[config.mk]
export PLATFORM = sky130hd
export DESIGN_NAME = four_byte_string_fold_hash
export DESIGN_NICKNAME = d
export VERILOG_FILES = /design/src/hdl/fbsfh_pkg.sv /design/src/hdl/four_byte_string_fold_hash.sv
export VERILOG_INCLUDE_DIRS = /design/src /design/src/hdl
export SDC_FILE = /design/constraint.sdc
export NUM_CORES = 1
export LEC_CHECK = 0
export BUFFER_PORTS_ARGS = -buffer_cell sky130_fd_sc_hd__buf_2
export CAP_MARGIN = 20
export CORE_MARGIN = 2
export CORE_UTILIZATION = 65
export DETAILED_ROUTE_END_ITERATION = 6
export PLACE_DENSITY = 0.85
export RECOVER_POWER = 50
export SYNTH_ARGS = -nofsm -noshare
export SYNTH_HDL_FRONTEND = slang
export SYNTH_SLANG_ARGS = --single-unit
[constraint.sdc]
create_clock -name clk_i -period 7.3 [get_ports clk_i]
set_input_delay 0.73 -clock clk_i [delete_from_list [all_inputs] [get_ports clk_i]]
set_output_delay 0.73 -clock clk_i [all_outputs]
set_load 0.02 [all_outputs]
[src/hdl/four_byte_string_fold_hash_defines.svh]
// Assertion macros shared by the string folding hash RTL.
// Each macro expects clk_i and rst_ni in the scope where it is used.
`ifndef FOUR_BYTE_STRING_FOLD_HASH_DEFINES_SVH
`define FOUR_BYTE_STRING_FOLD_HASH_DEFINES_SVH

// Same-cycle implication, checked outside reset.
`define FBSFH_ASSERT_IMP(label, ante, cons, msg) \
  label: assert property (@(posedge clk_i) disable iff (!rst_ni) (ante) |-> (cons)) \
    else $error(msg);

// Next-cycle implication, checked outside reset.
`define FBSFH_ASSERT_NXT(label, ante, cons, msg) \
  label: assert property (@(posedge clk_i) disable iff (!rst_ni) (ante) |=> (cons)) \
    else $error(msg);

`endif

[src/hdl/fbsfh_pkg.sv]
// Types and constants for the four-byte string folding hash.
// No dependencies; used by four_byte_string_fold_hash.
package fbsfh_pkg;

  localparam int unsigned ByteW   = 8;
  localparam int unsigned SumW    = 32;
  localparam int unsigned HashW   = 31;
  localparam int unsigned PosW    = 2;
  localparam int unsigned CntW    = 5;
  localparam int unsigned CfgIdxW = 1;

  localparam logic [HashW-1:0] TableSizeReset  = HashW'(1024);
  localparam logic             CharSignedReset = 1'b1;

  localparam logic [CfgIdxW-1:0] CfgTableSize  = 1'b0;
  localparam logic [CfgIdxW-1:0] CfgCharSigned = 1'b1;

  localparam logic [CntW-1:0] DivLastStep = CntW'(SumW - 1);

  typedef enum logic [1:0] {
    StAccum,
    StAbs,
    StDivide,
    StHold
  } fbsfh_state_e;

  // Extend a key byte to the accumulator width, as signed or unsigned char.
  function automatic logic [SumW-1:0] extend_byte(input logic [ByteW-1:0] b,
                                                  input logic             sgn);
    logic [SumW-1:0] ext;
    ext = {{(SumW-ByteW){sgn & b[ByteW-1]}}, b};
    return ext;
  endfunction

endpackage

[src/hdl/four_byte_string_fold_hash.sv]
// Four-byte string folding hash: accumulator, magnitude and iterative modulo.
// Depends on fbsfh_pkg and four_byte_string_fold_hash_defines.svh.
//
// Key bytes are taken one per cycle and folded into a wrapping 32-bit sum,
// each byte weighted by 256 to the power of its position modulo 4. An item
// that is not last is accepted every cycle. An item marked last closes the
// key: the block then stalls its input while it takes the magnitude of the
// sum and reduces it modulo table_size with a restoring shift-subtract
// divider that retires one dividend bit per cycle, then moves the result into
// the output register once the output side is free, so a stalled output side
// keeps the input stalled. A table_size of zero yields hash_index 0.
// Configuration writes are always taken and must be issued while no key is
// being closed.
`include "four_byte_string_fold_hash_defines.svh"

module four_byte_string_fold_hash (
  input  logic                              clk_i,
  input  logic                              rst_ni,
  // Configuration write channel.
  input  logic                              cfg_valid_i,
  output logic                              cfg_ready_o,
  input  logic [fbsfh_pkg::CfgIdxW-1:0]     cfg_index_i,
  input  logic [fbsfh_pkg::HashW-1:0]       cfg_data_i,
  // Key byte requests.
  input  logic                              in_valid_i,
  output logic                              in_stall_o,
  input  logic [fbsfh_pkg::ByteW-1:0]       key_byte_i,
  input  logic                              byte_valid_i,
  input  logic                              last_i,
  // Hash results.
  output logic                              out_valid_o,
  input  logic                              out_stall_i,
  output logic [fbsfh_pkg::HashW-1:0]       hash_index_o
);

  localparam int unsigned SumW  = fbsfh_pkg::SumW;
  localparam int unsigned HashW = fbsfh_pkg::HashW;

  fbsfh_pkg::fbsfh_state_e state_q, state_d;

  logic [HashW-1:0]            table_size_q, table_size_d;
  logic                        char_signed_q, char_signed_d;
  logic [SumW-1:0]             fold_sum_q, fold_sum_d;
  logic [fbsfh_pkg::PosW-1:0]  pos_q, pos_d;
  logic [SumW-1:0]             quot_q, quot_d;
  logic [SumW-1:0]             rem_q, rem_d;
  logic [fbsfh_pkg::CntW-1:0]  cnt_q, cnt_d;
  logic                        out_valid_q, out_valid_d;
  logic [HashW-1:0]            hash_q, hash_d;

  logic            in_accept;
  logic            out_free;
  logic [SumW-1:0] addend;
  logic [SumW-1:0] sum_next;
  logic [SumW-1:0] trial;
  logic [SumW-1:0] divisor;
  logic            fits;

  assign in_accept = in_valid_i & ~in_stall_o;
  assign out_free  = ~out_valid_q | ~out_stall_i;

  assign addend   = fbsfh_pkg::extend_byte(key_byte_i, char_signed_q)
                    << {pos_q, 3'b000};
  assign sum_next = byte_valid_i ? fold_sum_q + addend : fold_sum_q;

  // Shared shift-subtract step of the divider. The remainder stays below the
  // divisor, so its top bit is always clear and the shifted trial fits.
  assign trial   = {rem_q[SumW-2:0], quot_q[SumW-1]};
  assign divisor = {1'b0, table_size_q};
  assign fits    = trial >= divisor;

  // Next state.
  always_comb begin
    state_d = state_q;
    unique case (state_q)
      fbsfh_pkg::StAccum: begin
        if (in_accept && last_i) state_d = fbsfh_pkg::StAbs;
      end
      fbsfh_pkg::StAbs: begin
        state_d = fbsfh_pkg::StDivide;
      end
      fbsfh_pkg::StDivide: begin
        if (cnt_q == fbsfh_pkg::DivLastStep) state_d = fbsfh_pkg::StHold;
      end
      fbsfh_pkg::StHold: begin
        if (out_free) state_d = fbsfh_pkg::StAccum;
      end
      default: state_d = fbsfh_pkg::StAccum;
    endcase
  end

  // Outputs and datapath.
  always_comb begin
    in_stall_o    = 1'b1;
    fold_sum_d    = fold_sum_q;
    pos_d         = pos_q;
    quot_d        = quot_q;
    rem_d         = rem_q;
    cnt_d         = cnt_q;
    out_valid_d   = out_valid_q & out_stall_i;
    hash_d        = hash_q;
    unique case (state_q)
      fbsfh_pkg::StAccum: begin
        in_stall_o = 1'b0;
        if (in_accept) begin
          if (last_i) begin
            quot_d     = sum_next;
            fold_sum_d = '0;
            pos_d      = '0;
          end else begin
            fold_sum_d = sum_next;
            if (byte_valid_i) pos_d = pos_q + 1'b1;
          end
        end
      end
      fbsfh_pkg::StAbs: begin
        // Two's complement magnitude; the most negative sum gives 2^31.
        if (quot_q[SumW-1]) quot_d = ~quot_q + 1'b1;
        rem_d = '0;
        cnt_d = '0;
      end
      fbsfh_pkg::StDivide: begin
        rem_d  = fits ? trial - divisor : trial;
        quot_d = {quot_q[SumW-2:0], 1'b0};
        cnt_d  = cnt_q + 1'b1;
      end
      fbsfh_pkg::StHold: begin
        if (out_free) begin
          out_valid_d = 1'b1;
          hash_d      = (table_size_q == '0) ? '0 : rem_q[HashW-1:0];
        end
      end
      default: begin
        in_stall_o = 1'b1;
      end
    endcase
  end

  // Configuration register writes.
  assign cfg_ready_o = 1'b1;

  always_comb begin
    table_size_d  = table_size_q;
    char_signed_d = char_signed_q;
    if (cfg_valid_i && cfg_ready_o) begin
      unique case (cfg_index_i)
        fbsfh_pkg::CfgTableSize:  table_size_d  = cfg_data_i;
        fbsfh_pkg::CfgCharSigned: char_signed_d = cfg_data_i[0];
        default: ;
      endcase
    end
  end

  always_ff @(posedge clk_i or negedge rst_ni) begin
    if (!rst_ni) begin
      state_q       <= fbsfh_pkg::StAccum;
      table_size_q  <= fbsfh_pkg::TableSizeReset;
      char_signed_q <= fbsfh_pkg::CharSignedReset;
      fold_sum_q    <= '0;
      pos_q         <= '0;
      cnt_q         <= '0;
      out_valid_q   <= 1'b0;
    end else begin
      state_q       <= state_d;
      table_size_q  <= table_size_d;
      char_signed_q <= char_signed_d;
      fold_sum_q    <= fold_sum_d;
      pos_q         <= pos_d;
      cnt_q         <= cnt_d;
      out_valid_q   <= out_valid_d;
    end
  end

  always_ff @(posedge clk_i) begin
    quot_q <= quot_d;
    rem_q  <= rem_d;
    hash_q <= hash_d;
  end

  assign out_valid_o  = out_valid_q;
  assign hash_index_o = hash_q;

  `FBSFH_ASSERT_NXT(a_last_clears_key, in_accept && last_i,
                    state_q == fbsfh_pkg::StAbs && fold_sum_q == '0 && pos_q == '0,
                    "closing request did not clear the key state")
  `FBSFH_ASSERT_IMP(a_rem_top_clear, state_q == fbsfh_pkg::StDivide, !rem_q[SumW-1],
                    "divider remainder overflowed")
  `FBSFH_ASSERT_NXT(a_div_ends, state_q == fbsfh_pkg::StDivide &&
                    cnt_q == fbsfh_pkg::DivLastStep, state_q == fbsfh_pkg::StHold,
                    "divider did not finish after its last step")
  `FBSFH_ASSERT_NXT(a_hold_loads, state_q == fbsfh_pkg::StHold && out_free,
                    out_valid_q && state_q == fbsfh_pkg::StAccum,
                    "finished hash was not moved to the output register")

endmodule

==> summary by stage, run 1 <==
Run status
The flow ran to the end, but the final reports show violations. The checks that failed: capacitance limit, slew limit.

STA
The count of endpoints failing hold in the final timing report is 0. The number of endpoints failing setup at the final stage is 0. The setup slack of the critical path after layout is 2.95 ns. Static timing analysis puts the maximum clock frequency at 0.230 GHz.

The final setup skew is 0.00990 ns. Dividing the final minimum period by the clock period gives approximately 60%. The final number of max-transition violations is 163. Setup repair after global routing left no endpoint under its margin. The smallest clock period supported by the final layout is computed as 4.35 ns.

The slew at the pin closest to its max-slew limit is roughly 4.3 ns. For the final routed database, the setup TNS stands at 0 ns. The worst slew margin relative to its limit is -184%.

Setup path
STA classifies the critical path startpoint as a flop. The signal on the critical path passes through nor3_1, ha_1, fa_1, a21oi_1, o2111ai_1, a221oi_2, o221a_2, a211oi_2, nor4b_4, mux2_1, o211ai_1. The master of the slowest instance on the critical path is sky130_fd_sc_hd__dfrtp_1. Data on the critical path arrives at its endpoint at 4.61 ns. The largest fanout on the critical path is 32. The category of the worst setup path capture point is a flop. The worst setup path category is flop to flop. STA puts the critical path data required time at 7.56 ns.

The maximum cell stage delay along the critical path is 0.92 ns.

CTS
The cell chosen for the clock root is sky130_fd_sc_hd__clkbuf_16. The number of sinks on the clock net is ~170. The number of setup buffers added after CTS is 0. The number of gates resized after CTS was 0. After clock tree synthesis, the clock-pin slew on the worst setup and hold paths is 0.07 ns. The clock buffer count from CTS is 17. The post-cts hold buffer count is 0. The number of levels the H-tree was split into is 4. The clock insertion delay at the later pin of the skew report is between 0.4 and 0.5 ns. The longest clock path from root to sink contains 2 buffers. TritonCTS built the clock tree.

Yosys
In this run, synthesis inferred 94 flip-flops with an integrated enable. The unique cell type count in the Yosys netlist is 80. The register bit count reported by yosys is 168. Yosys printed 0 warnings.

Of all flip-flops after synthesis, the portion carrying an async set or reset was 44.0%. The share of synthesized area occupied by flip-flops and latches is around two fifths. The average footprint of a synthesized cell is 9.10 sq um. The most used flip-flop cell after synthesis is sky130_fd_sc_hd__edfxtp_1. The synthesized netlist occupies a cell area of 0.0117 sq mm. The post-synthesis instance total is approximately 1300.

The net count of the mapped netlist is between 1000 and 1500.

Place
Routability-driven placement finished with a final weighted congestion of 0.915. The number of placed instances, taps included, is 1536. The final HPWL from detailed placement is between 20 and 25 mm. The total of buffers placed on input and output ports is 79. Before CTS, the worst setup slack after placement is 3.07 ns.

Detailed routing
For this run, design rule violations remaining after detail routing come to 0. The detailed router finished its first iteration with 1167 violations. The detail route stage leaves a number of antenna-violating nets equal to 0. For this run, the detailed router's first-pass iteration total came to 7. The routed layout has 10262 vias. For this block, the routed nets add up to 30.9 mm of wire. In the final routed layout, each cell accounts on average for approximately 20 microns. The post-detailed-route via-to-cell ratio is 6.54.

GRT
The total congestion overflow after global routing is 0. The all-layer global routing usage is 32.2%. The first global-routing pass estimated 50.1 mm of wire. The via count of the first global-routing pass came to 9967. The initial antenna violation count is 0. The pin count of the biggest net entering global routing is 75.

Die
During I/O placement, the number of pins put on the boundary was 81. The height of the die is between 100 and 150 microns. The number of cell rows is a little under 50. The area enclosed by the die boundary is between 0.015 and 0.02 sq mm.

The die width is 138 microns. The initial core utilization is between 60% and 70%. The core region is 0.0178 sq mm.

Layout
The diode insertion count for antenna repair is 0. For this run, the number of standard cells in the final layout without fillers is 1569. The synthesis-to-layout area growth is 9.53%. The layout cell share with drive strength beyond 1 is 8.58%. The net count of the finished layout is 1446.

Pwr
Dividing total power by cell area gives a power density of 483 mW/mm^2. The share of total power in sequential cells is a little under a third. The net switching power figure is 2.85 mW. The internal power of the cells is 3.33 mW.

Across the VDD grid, the largest voltage drop is between 0.2 and 0.25 mV. The share of total power consumed by net switching is 46.1%. The portion of total power attributed to the clock network is 15.1%. The cell leakage power is 5.38 nW.

The part of the total power dissipated in combinational logic is between 50% and 60%.

Hold path
The classification of the worst-slack hold path is input port to flop.

Run
The tool flagged a number of max-cap violations equal to 3.
-- final timing paths --
kind                               startpoint  slack, ns               end  cells past startpoint
worst max-delay path                 pos_q[0]       2.95        quot_q[28]                     11
worst min-delay path            cfg_data_i[5]       0.49   table_size_q[5]                      3
worst max register to register       pos_q[0]       2.95        quot_q[28]                     11
worst min register to register       cnt_q[0]       0.52          cnt_q[0]                      1
max in group asynchronous              rst_ni       3.12     fold_sum_q[2]                      1
min in group asynchronous              rst_ni       1.80  table_size_q[22]                      1
-- synth_stat cells, drive strengths merged (28+ instances only) --
| cell type | number | area share (%) |
|---|---|---|
| o21ai | 112 | 4.8 |
| a21oi | 106 | 4.6 |
| xor2 | 34 | 2.6 |
| clkbuf | 55 | 1.8 |
| nor2b | 40 | 2.1 |
| xnor2 | 36 | 2.7 |
| inv | 62 | 2.0 |
| nor2 | 60 | 1.9 |
| ha | 70 | 7.5 |
| nand2 | 162 | 5.2 |
| nand3 | 28 | 1.2 |
| dfrtp | 72 | 15 |
| edfxtp | 94 | 24 |
-- kinds of logic (layout without fill, tap and decap cells) --
| family | after synthesis | count (layout) | synth area share (%) |
|---|---|---|---|
| other | 1 | 1 | 0.0321 |
| buffers and inverters | 126 | 183 | 4.16 |
| flip-flops | 168 | 168 | 40.1 |
| XOR/XNOR | 70 | 70 | 5.25 |
| adder cells (fa/ha/maj) | 72 | 72 | 7.85 |
| multiplexers | 21 | 21 | 1.83 |
| AO/OA/AOI/OAI | 396 | 396 | 22.2 |
| AND/OR/NAND/NOR | 429 | 429 | 18.6 |
-- power groups by stage --
| stage | clock network (mW) | registers, mW | logic (mW) |
|---|---|---|---|
| finish | 0.931 | 1.90 | 3.34 |
| global route | 0.973 | 1.95 | 3.65 |
| CTS | 0.932 | 1.89 | 3.29 |
| detailed placement | 0 | 1.90 | 3.25 |
| global placement | 0 | 1.88 | 3.13 |
| floorplan | 0 | 1.84 | 2.44 |
-- final cells by class --
| cell class | count | area (sq um) |
|---|---|---|
| Tap cell | 229 | 287 |
| Sequential cell | 168 | 4680 |
| Fill cell | 1314 | 5000 |
| Inverter | 62 | 233 |
| Multi-Input combinational cell | 989 | 6530 |
| Timing Repair Buffer | 89 | 443 |
| Clock inverter | 7 | 75.1 |
| Clock buffer | 25 | 541 |
-- state kept, by name (all words and copies together), names as in the netlist, 2 cells and up --
name,flops
cnt_q,5
fold_sum_q,32
hash_index_o,31
pos_q,2
quot_q,32
rem_q,31
state_q,2
table_size_q,31
-- placed cells by master, fill, tap and decap left out, types with 18 or more instances in the layout --
cell / synthesis / routed
sky130_fd_sc_hd__a21oi_1: 105 / 105
sky130_fd_sc_hd__clkbuf_1: 55 / 41
sky130_fd_sc_hd__xor2_1: 34 / 34
sky130_fd_sc_hd__dfrtp_1: 72 / 72
sky130_fd_sc_hd__ha_1: 70 / 70
sky130_fd_sc_hd__nor2_1: 60 / 60
sky130_fd_sc_hd__nor3_1: 21 / 21
sky130_fd_sc_hd__nand2_1: 162 / 162
sky130_fd_sc_hd__nand4_1: 21 / 21
sky130_fd_sc_hd__buf_2: 4 / 44
sky130_fd_sc_hd__nand3_1: 28 / 28
sky130_fd_sc_hd__inv_1: 62 / 62
sky130_fd_sc_hd__nor2b_1: 40 / 39
sky130_fd_sc_hd__o21ai_0: 108 / 108
sky130_fd_sc_hd__xnor2_1: 36 / 36
sky130_fd_sc_hd__a21o_1: 25 / 25
sky130_fd_sc_hd__edfxtp_1: 94 / 94
sky130_fd_sc_hd__mux2i_1: 18 / 18
sky130_fd_sc_hd__clkbuf_16: 0 / 21
-- stage by stage --
step / power, mW / util, % / hold slack (ns) / cell area, sq um
6_report: 6.18 / 71.9 / 0.494 / 12800
5_1_grt: 6.58 / 71.9 / 0.504 / 12800
4_1_cts: 6.11 / 72.3 / 0.490 / 12800
3_5_place_dp: 5.15 / 68.8 / 0.507 / 12200
3_3_place_gp: 5.00 / 68.6 / 0.500 / 12200
2_1_floorplan: 4.28 / - / 0.434 / 11700
-- per-layer routing --
metal,vias up,wire [microns],track usage (%)
li1,4818,-,-
met1,4809,12300,41.0
met2,540,15000,55.1
met3,95,2310,4.92
met4,0,1220,14.0
met5,-,0,0
-- critical path, delay by kind of cell, from the launching register on --
family | cells | cell delay (ns)
adder cells (fa/ha/maj) | 2 | 0.68
AND/OR/NAND/NOR | 2 | 0.65
flip-flops | 1 | 0.92
AO/OA/AOI/OAI | 6 | 1.54
multiplexers | 1 | 0.37
Power figures use the tool's default switching activity.
==> run 2: changes to the inputs <==
--- a/config.mk
+++ b/config.mk
@@ -9,9 +9,9 @@
 export BUFFER_PORTS_ARGS = -buffer_cell sky130_fd_sc_hd__buf_2
 export CAP_MARGIN = 20
 export CORE_MARGIN = 2
-export CORE_UTILIZATION = 65
+export CORE_UTILIZATION = 56
 export DETAILED_ROUTE_END_ITERATION = 6
-export PLACE_DENSITY = 0.85
+export PLACE_DENSITY = 0.78
 export RECOVER_POWER = 50
 export SYNTH_ARGS = -nofsm -noshare
 export SYNTH_HDL_FRONTEND = slang
==> constraint.sdc (replaced) <==
create_clock -name clk_i -period 3.6 [get_ports clk_i]
set_input_delay 0.36 -clock clk_i [delete_from_list [all_inputs] [get_ports clk_i]]
set_output_delay 0.36 -clock clk_i [all_outputs]
set_load 0.02 [all_outputs]
==> summary by stage, run 2 (synthesis gave the netlist of run 1 again) <==
Die
After floorplanning, the core was sized to cover slightly above 0.02 sq mm. The die is between 100 and 150 microns wide. The initial utilization of the core area, before any placement, comes to roughly 57%. The area enclosed by the die boundary is about 0.022 sq mm. In this run the core area contains 52 standard-cell rows. The die is roughly 150 microns tall.

The number of top-level pins is 81.

GRT
The global-route wire length before repair is about 50 mm. The via count of the first global-routing pass is 9972. After global routing the overflow that remains totals 0.

The all-layer global routing usage is about 28%. The initial antenna violation count is 0. Entering global routing, the biggest net connects 60 pins.

STA
The count of endpoints failing hold in the final timing report is 0. Setup violations remaining at the end of the flow were counted as 0. The smallest clock period supported by the final layout is computed as 3.47 ns. The final setup skew is 0.0107 ns. Setup repair after global routing could not meet its margin everywhere. In this run the tightest slew margin relative to its limit is -6.46%. Final hold analysis gives a worst-case slack of 0.131 ns. Based on the critical path, the design can be clocked at up to between 0.2 and 0.3 GHz.

The slew at the pin closest to its max-slew limit is 1.60 ns. The final number of max-transition violations was 60. The setup slack of the critical path after layout is roughly 0.13 ns. The ratio of final minimum period to clock period is 96.3%.

Detailed routing
The routed layout has 10203 vias. The number of DRC markers after the initial detailed-route iteration is slightly above 900. The number of iterations in the first detailed-routing pass is 5. After detailed routing, the total wire length is 30.6 mm. The number of antenna-violating nets in the routed design is 0. Dividing the detail-routed wire length by the instance count gives 18.6 microns. The count of unresolved DRC violations after routing is 0. After detailed routing, the number of vias per cell comes to 6.21.

Setup path
STA puts the critical path data required time at 3.87 ns. The kind of launch point of the worst setup path is a flop. The flop-to-flop setup slack is 0.13 ns.

The largest fanout on the critical path is 7. The endpoint arrival time on the critical path is 3.74 ns. STA classifies the critical path endpoint as a flop. The worst setup path is of the flop to flop kind.

Layout
After the last flow step, the layout net total stands at around 1500. The diode insertion count for antenna repair is 0. The synthesis-to-layout area growth is 13.0%.

The most frequent standard cell in the layout excluding fill and tap cells is sky130_fd_sc_hd__nand2_1. Cells with a size suffix above 1 make up 14.1% of the layout. The top cell types in the final layout, fill and taps aside, are sky130_fd_sc_hd__nand2_1, sky130_fd_sc_hd__o21ai_0, sky130_fd_sc_hd__a21oi_1, sky130_fd_sc_hd__edfxtp_1, sky130_fd_sc_hd__buf_2. The largest registers in the layout are fold_sum_q: 32 flops, quot_q: 32 flops. After the flow finishes, the layout carries non-filler instances totaling ~1600.

CTS
Clock latency on the worst-skew pair, taken at its later pin, is 0.44 ns. The clock slew at the register clock pins of the worst setup and hold paths is 0.07 ns. TritonCTS built the clock tree.

The tree built by TritonCTS fans out to 168 sinks. CTS placed an instance of sky130_fd_sc_hd__clkbuf_16 at the clock tree root. The clock passes through at most 2 buffers. The number of clock buffers added by TritonCTS is 17. The number of levels the H-tree was split into is 4.

Pwr
In this run the static leakage power is 5.66 nW. Across the VDD grid, the largest voltage drop is 0.399 mV. The ratio of total power to cell area is 970 mW/mm^2.

Place
OpenSTA, run right after detailed placement, puts the worst setup slack at -0.0596 ns. The number of placed instances with taps included is 1606. Detailed placement ended at an HPWL of approximately 22 mm.

The total of buffers placed on input and output ports is 79. Routability-driven placement finished with a final weighted congestion of 0.987.

Run
Across the run, the number of max-cap violations was 1.

Hold path
The tightest min-delay check is of the input port to flop type.

Run status
The checks that failed: capacitance limit, slew limit. The flow ran to the end, but the final reports show violations.
-- run 2: changes by cell type in the layout (fill, tap and decap cells not counted), sizes merged --
cell,change
buf,+68
bufinv,+2
clkbuf,-40
clkinv,+4
clkinvlp,-1
inv,-1
-- run 2: per-stage QoR --
step                power [mW]  utilization [%]  TNS [ns]  area (sq um)
CTS                       12.6             64.5         0         13100
global placement          10.5             61.3         0         12500
global route              13.7             64.8    -0.110         13200
floorplan                 8.68                -         0         11700
detailed placement        10.6             61.3    -0.102         12500
finish                    12.8             64.8         0         13200
-- run 2: power by group --
part	switching, mW	total [mW]	internal (mW)	leakage, nW
Sequential	0.654	3.79	3.14	1.89
Combinational	4.35	7.06	2.71	3.46
Clock	0.778	1.95	1.17	0.310
-- run 2: critical path: stages, from the launching register on --
cell and delay, ns:
sky130_fd_sc_hd__dfstp_2 0.56, sky130_fd_sc_hd__a21oi_1 0.07, sky130_fd_sc_hd__or2_4 0.26, sky130_fd_sc_hd__a21oi_1 0.13, sky130_fd_sc_hd__ha_1 0.25, sky130_fd_sc_hd__and4_1 0.25
sky130_fd_sc_hd__o21a_1 0.16, sky130_fd_sc_hd__a221oi_4 0.35, sky130_fd_sc_hd__o221a_4 0.26, sky130_fd_sc_hd__a211oi_2 0.08, sky130_fd_sc_hd__nor4b_4 0.28, sky130_fd_sc_hd__buf_4 0.18
sky130_fd_sc_hd__mux2_1 0.33, sky130_fd_sc_hd__o211ai_1 0.16
-- run 2: layer usage --
metal | track usage, % | wire, microns | vias up
met1 | 36.6 | 12900 | 4866
met2 | 49.4 | 15000 | 401
met3 | 3.99 | 1920 | 67
met5 | 0 | 0 | -
met4 | 8.52 | 742 | 0
li1 | - | - | 4869
-- run 2: worst paths after layout --
| kind | from | to | cells past startpoint |
|---|---|---|---|
| worst max-delay path | char_signed_q | quot_q[28] | 13 |
| worst min-delay path | cfg_data_i[20] | table_size_q[20] | 3 |
| worst max register to register | char_signed_q | quot_q[28] | 13 |
| worst min register to register | cnt_q[0] | cnt_q[0] | 1 |
| max in group asynchronous | rst_ni | char_signed_q | 2 |
| min in group asynchronous | rst_ni | table_size_q[3] | 1 |
-- run 2: cell type report --
type,instances,area [sq um]
Clock buffer,21,482
Clock inverter,11,144
Fill cell,1659,7170
Inverter,62,233
Multi-Input combinational cell,989,6580
Sequential cell,168,4680
Tap cell,270,338
Timing Repair Buffer,121,736
-- run 2: repair_timing --
item | in CTS | in global routing
hold buffers | 0 | 0
buffers inserted | 2 | 1
pin swaps | 3 | 3
resized for setup | 1 | 7
endpoints found under the setup margin | 2 | 10
gates cloned | 0 | 0
==> run 3: changes to the inputs <==
--- a/config.mk
+++ b/config.mk
@@ -6,12 +6,12 @@
 export SDC_FILE = /design/constraint.sdc
 export NUM_CORES = 1
 export LEC_CHECK = 0
-export BUFFER_PORTS_ARGS = -buffer_cell sky130_fd_sc_hd__buf_2
 export CAP_MARGIN = 20
 export CORE_MARGIN = 2
-export CORE_UTILIZATION = 56
+export CORE_UTILIZATION = 65
 export DETAILED_ROUTE_END_ITERATION = 6
-export PLACE_DENSITY = 0.78
+export DONT_BUFFER_PORTS = 1
+export PLACE_DENSITY = 0.81
 export RECOVER_POWER = 50
 export SYNTH_ARGS = -nofsm -noshare
 export SYNTH_HDL_FRONTEND = slang
==> constraint.sdc (replaced) <==
create_clock -name clk_i -period 3.31 [get_ports clk_i]
set_input_delay 0.331 -clock clk_i [delete_from_list [all_inputs] [get_ports clk_i]]
set_output_delay 0.331 -clock clk_i [all_outputs]
set_load 0.02 [all_outputs]
==> summary by stage, run 3 (synthesis gave the netlist of run 1 again) <==
Pwr
The net switching power figure is 6.67 mW. The post-route total power is 14.6 mW. The portion of total power attributed to the clock network is 14.2%. The ratio of total power to cell area is 1090 mW/mm^2. Combinational cells account for 56.3% of the total power. The maximum resistive drop on vdd is 0.675 mV.

In this run the static leakage power is 5.63 nW. The internal portion of the total power is about 8 mW. The share of total power in sequential cells is 29.5%.

The share of total power consumed by net switching is 45.6%.

Die
The die is 138 microns wide. The floorplan has 49 rows. Once the floorplan was initialized, standard cells occupied 65.6% of the core. The area of the core region is about 0.018 sq mm. The height of the die is 138 microns.

The die covers 0.0190 sq mm. In this run the count of I/O pins placed on the die edge is 81.

Detailed routing
In the routed design, unresolved DRC markers number 13. For this block, the via count after detailed routing is 10507. Dividing the detail-routed via count by the number of cells gives 6.64. The aggregate routed wire length is roughly 33 mm.

The count of nets left with antenna violations once routing finished came out at 0. The first detailed-routing pass ran for 7 iterations. In the final routed layout, each cell accounts on average for slightly above 20 microns. After the first detailed-routing iteration, the DRC count stood at 1087.

Layout
The net count of the finished layout is 1457. The layout cell share with drive strength beyond 1 is 15.4%. In the layout the commonest cells are sky130_fd_sc_hd__nand2_1, sky130_fd_sc_hd__o21ai_0, sky130_fd_sc_hd__edfxtp_1, sky130_fd_sc_hd__buf_4, sky130_fd_sc_hd__a21oi_1. Compared with the post-synthesis result, the final layout area differs by 14.5%. The most frequent standard cell in the layout excluding fill and tap cells is sky130_fd_sc_hd__nand2_1. The largest registers in the layout are fold_sum_q: 32 flops, quot_q: 32 flops.

GRT
The initial antenna violation count came to 0. Global routing consumed, over all layers together, 33.9% of the routing resources. The total congestion overflow after global routing is 0. The via count of the first global-routing pass is around 10000. Entering global routing, the biggest net connects 75 pins. The global-route wire length before repair is between 50 and 60 mm.

Hold path
The min-delay analysis places its worst path in the category input port to flop. The end point of the most critical hold path is table_size_q[29]. The worst hold path begins at cfg_data_i[29]. Along the worst hold path, the cell count comes to 2.

Place
The congestion estimate from routability-driven global placement came to 0.976. In this run the tool buffered the top-level ports with 0 buffer cells. Once detailed placement completed, the half-perimeter wirelength came to 23.2 mm.

Run
The number of maximum-capacitance constraint violations is 3.

Setup path
The endpoint arrival time on the critical path is 3.53 ns. STA classifies the critical path endpoint as a flop. The flop-to-flop setup slack is -0.02 ns. In this design, the stage delay of the slowest critical-path cell is 0.54 ns. The endpoint of the worst register-to-register path is quot_q[31]. Data on the critical path is required at its endpoint by 3.51 ns. The start of the worst register-to-register path is char_signed_q. The largest fanout on the critical path is 5. The master of the slowest instance on the critical path is sky130_fd_sc_hd__dfstp_2. The number of cells on the worst reg-to-reg path is 13. The worst setup path category is flop to flop.

STA classifies the critical path startpoint as a flop. The critical path goes through a21oi_2, or2_4, buf_4, a21oi_2, ha_4, and3_4, and2_4, nor4b_4, a21bo_4, a2111oi_4, a211o_1, nand2_1, a211o_1.

STA
The number of endpoints failing setup at the final stage is 2. The tightest hold path in the finished design has a slack of -0.000933 ns. In the post-route analysis, the smallest setup slack over all paths is -0.0197 ns.

The final number of max-transition violations is between 100 and 150. At the pin with the least slew margin, the transition time is ~2.0 ns. For the final database, setup skew stands at 0.0100 ns.

The worst slew margin relative to its limit is -32.8%. The worst path in the final design needs a cycle of ~3.3 ns, including I/O delays and setup. The count of endpoints failing hold in the final timing report came to 1. The final-layout setup total negative slack is -0.0235 ns. The ratio of final minimum period to clock period is 101%. Setup repair after global routing could not meet its margin everywhere. Static timing analysis puts the maximum clock frequency at 0.300 GHz.

CTS
The cell sitting at the root of the clock tree is a sky130_fd_sc_hd__clkbuf_16. Clock tree synthesis inserted a total of 17 buffers. At the later pin of the worst-skew pair, clock insertion delay measures 0.45 ns. The number of levels the H-tree was split into is 4.

The TritonCTS clock tree is built. Counting along the longest clock path gives a buffer depth of 2. The number of sinks on the clock net is about 170. After clock tree synthesis, the clock-pin slew on the worst setup and hold paths is about 0.070 ns.

Run status
The flow ran to the end, but the final reports show violations. The final reports fail on DRC, hold timing, capacitance limit, slew limit, setup timing.
run 3: cell type report:
type / instances / area [sq um]
clock inverter: 9 / 111
clock buffer: 23 / 500
fill: 1257 / 4410
antenna: 2 / 5.00
multi-input combinational: 989 / 6800
tap: 229 / 287
timing repair buffer: 100 / 756
sequential: 168 / 4680
inverter: 62 / 233
run 3: critical path: cells and delay by family, from the launching register on:
family / cells / cell delay (ns)
AO/OA/AOI/OAI: 6 / 1.31
adder cells (fa/ha/maj): 1 / 0.19
buffers and inverters: 1 / 0.16
flip-flops: 1 / 0.54
AND/OR/NAND/NOR: 5 / 0.87
run 3: per-layer routing:
metal  part of all wire [%]  wire length, microns  GRT usage (%)
met4                    3.3                  1090           13.6
met5                      0                     0              0
met3                    8.5                  2780           6.75
met1                     39                 12800           42.2
met2                     49                 16200           58.3
run 3: how the worst max path moves through the flow:
| stage | from | to | slack, ns | cells past startpoint |
|---|---|---|---|---|
| 5_1_grt | char_signed_q | quot_q[30] | -0.1 | 14 |
| 6_report | char_signed_q | quot_q[31] | -0.02 | 13 |
| 4_1_cts | char_signed_q | quot_q[30] | -0.009 | 14 |
| 3_3_place_gp | char_signed_q | quot_q[28] | -0.01 | 14 |
| 3_5_place_dp | char_signed_q | fold_sum_q[31] | -0.1 | 13 |
| 2_1_floorplan | char_signed_q | quot_q[28] | -0.15 | 13 |
run 3: power groups by stage:
| stage | registers, mW | clock network, mW | logic, mW |
|---|---|---|---|
| after detailed placement | 4.29 | 0 | 7.53 |
| after global placement | 4.24 | 0 | 7.31 |
| final | 4.32 | 2.08 | 8.24 |
| after floorplan | 4.05 | 0 | 5.44 |
| after CTS | 4.27 | 2.07 | 7.78 |
| after global routing | 4.40 | 2.16 | 8.96 |
run 3: timing repair:
item | CTS | global route
endpoints found under the hold margin | 74 | 0
hold buffers | 2 | 0
resized for setup | 9 | 45
pin swaps | 4 | 32
buffers inserted | 7 | 8
setup endpoints to repair | 7 | 48
run 3: through the flow:
stage	util (%)	instances	instance area (sq um)	hold WS, ns	worst slack (ns)
floorplan	-	1283	11700	0.0354	-0.150
global placement	69.7	1531	12400	0.0376	-0.0111
detailed placement	69.7	1531	12400	0.0374	-0.0991
CTS	73.8	1572	13100	0.00433	-0.00905
global route	75.2	1580	13400	0.00555	-0.0973
finish	75.2	1582	13400	-0.000933	-0.0197
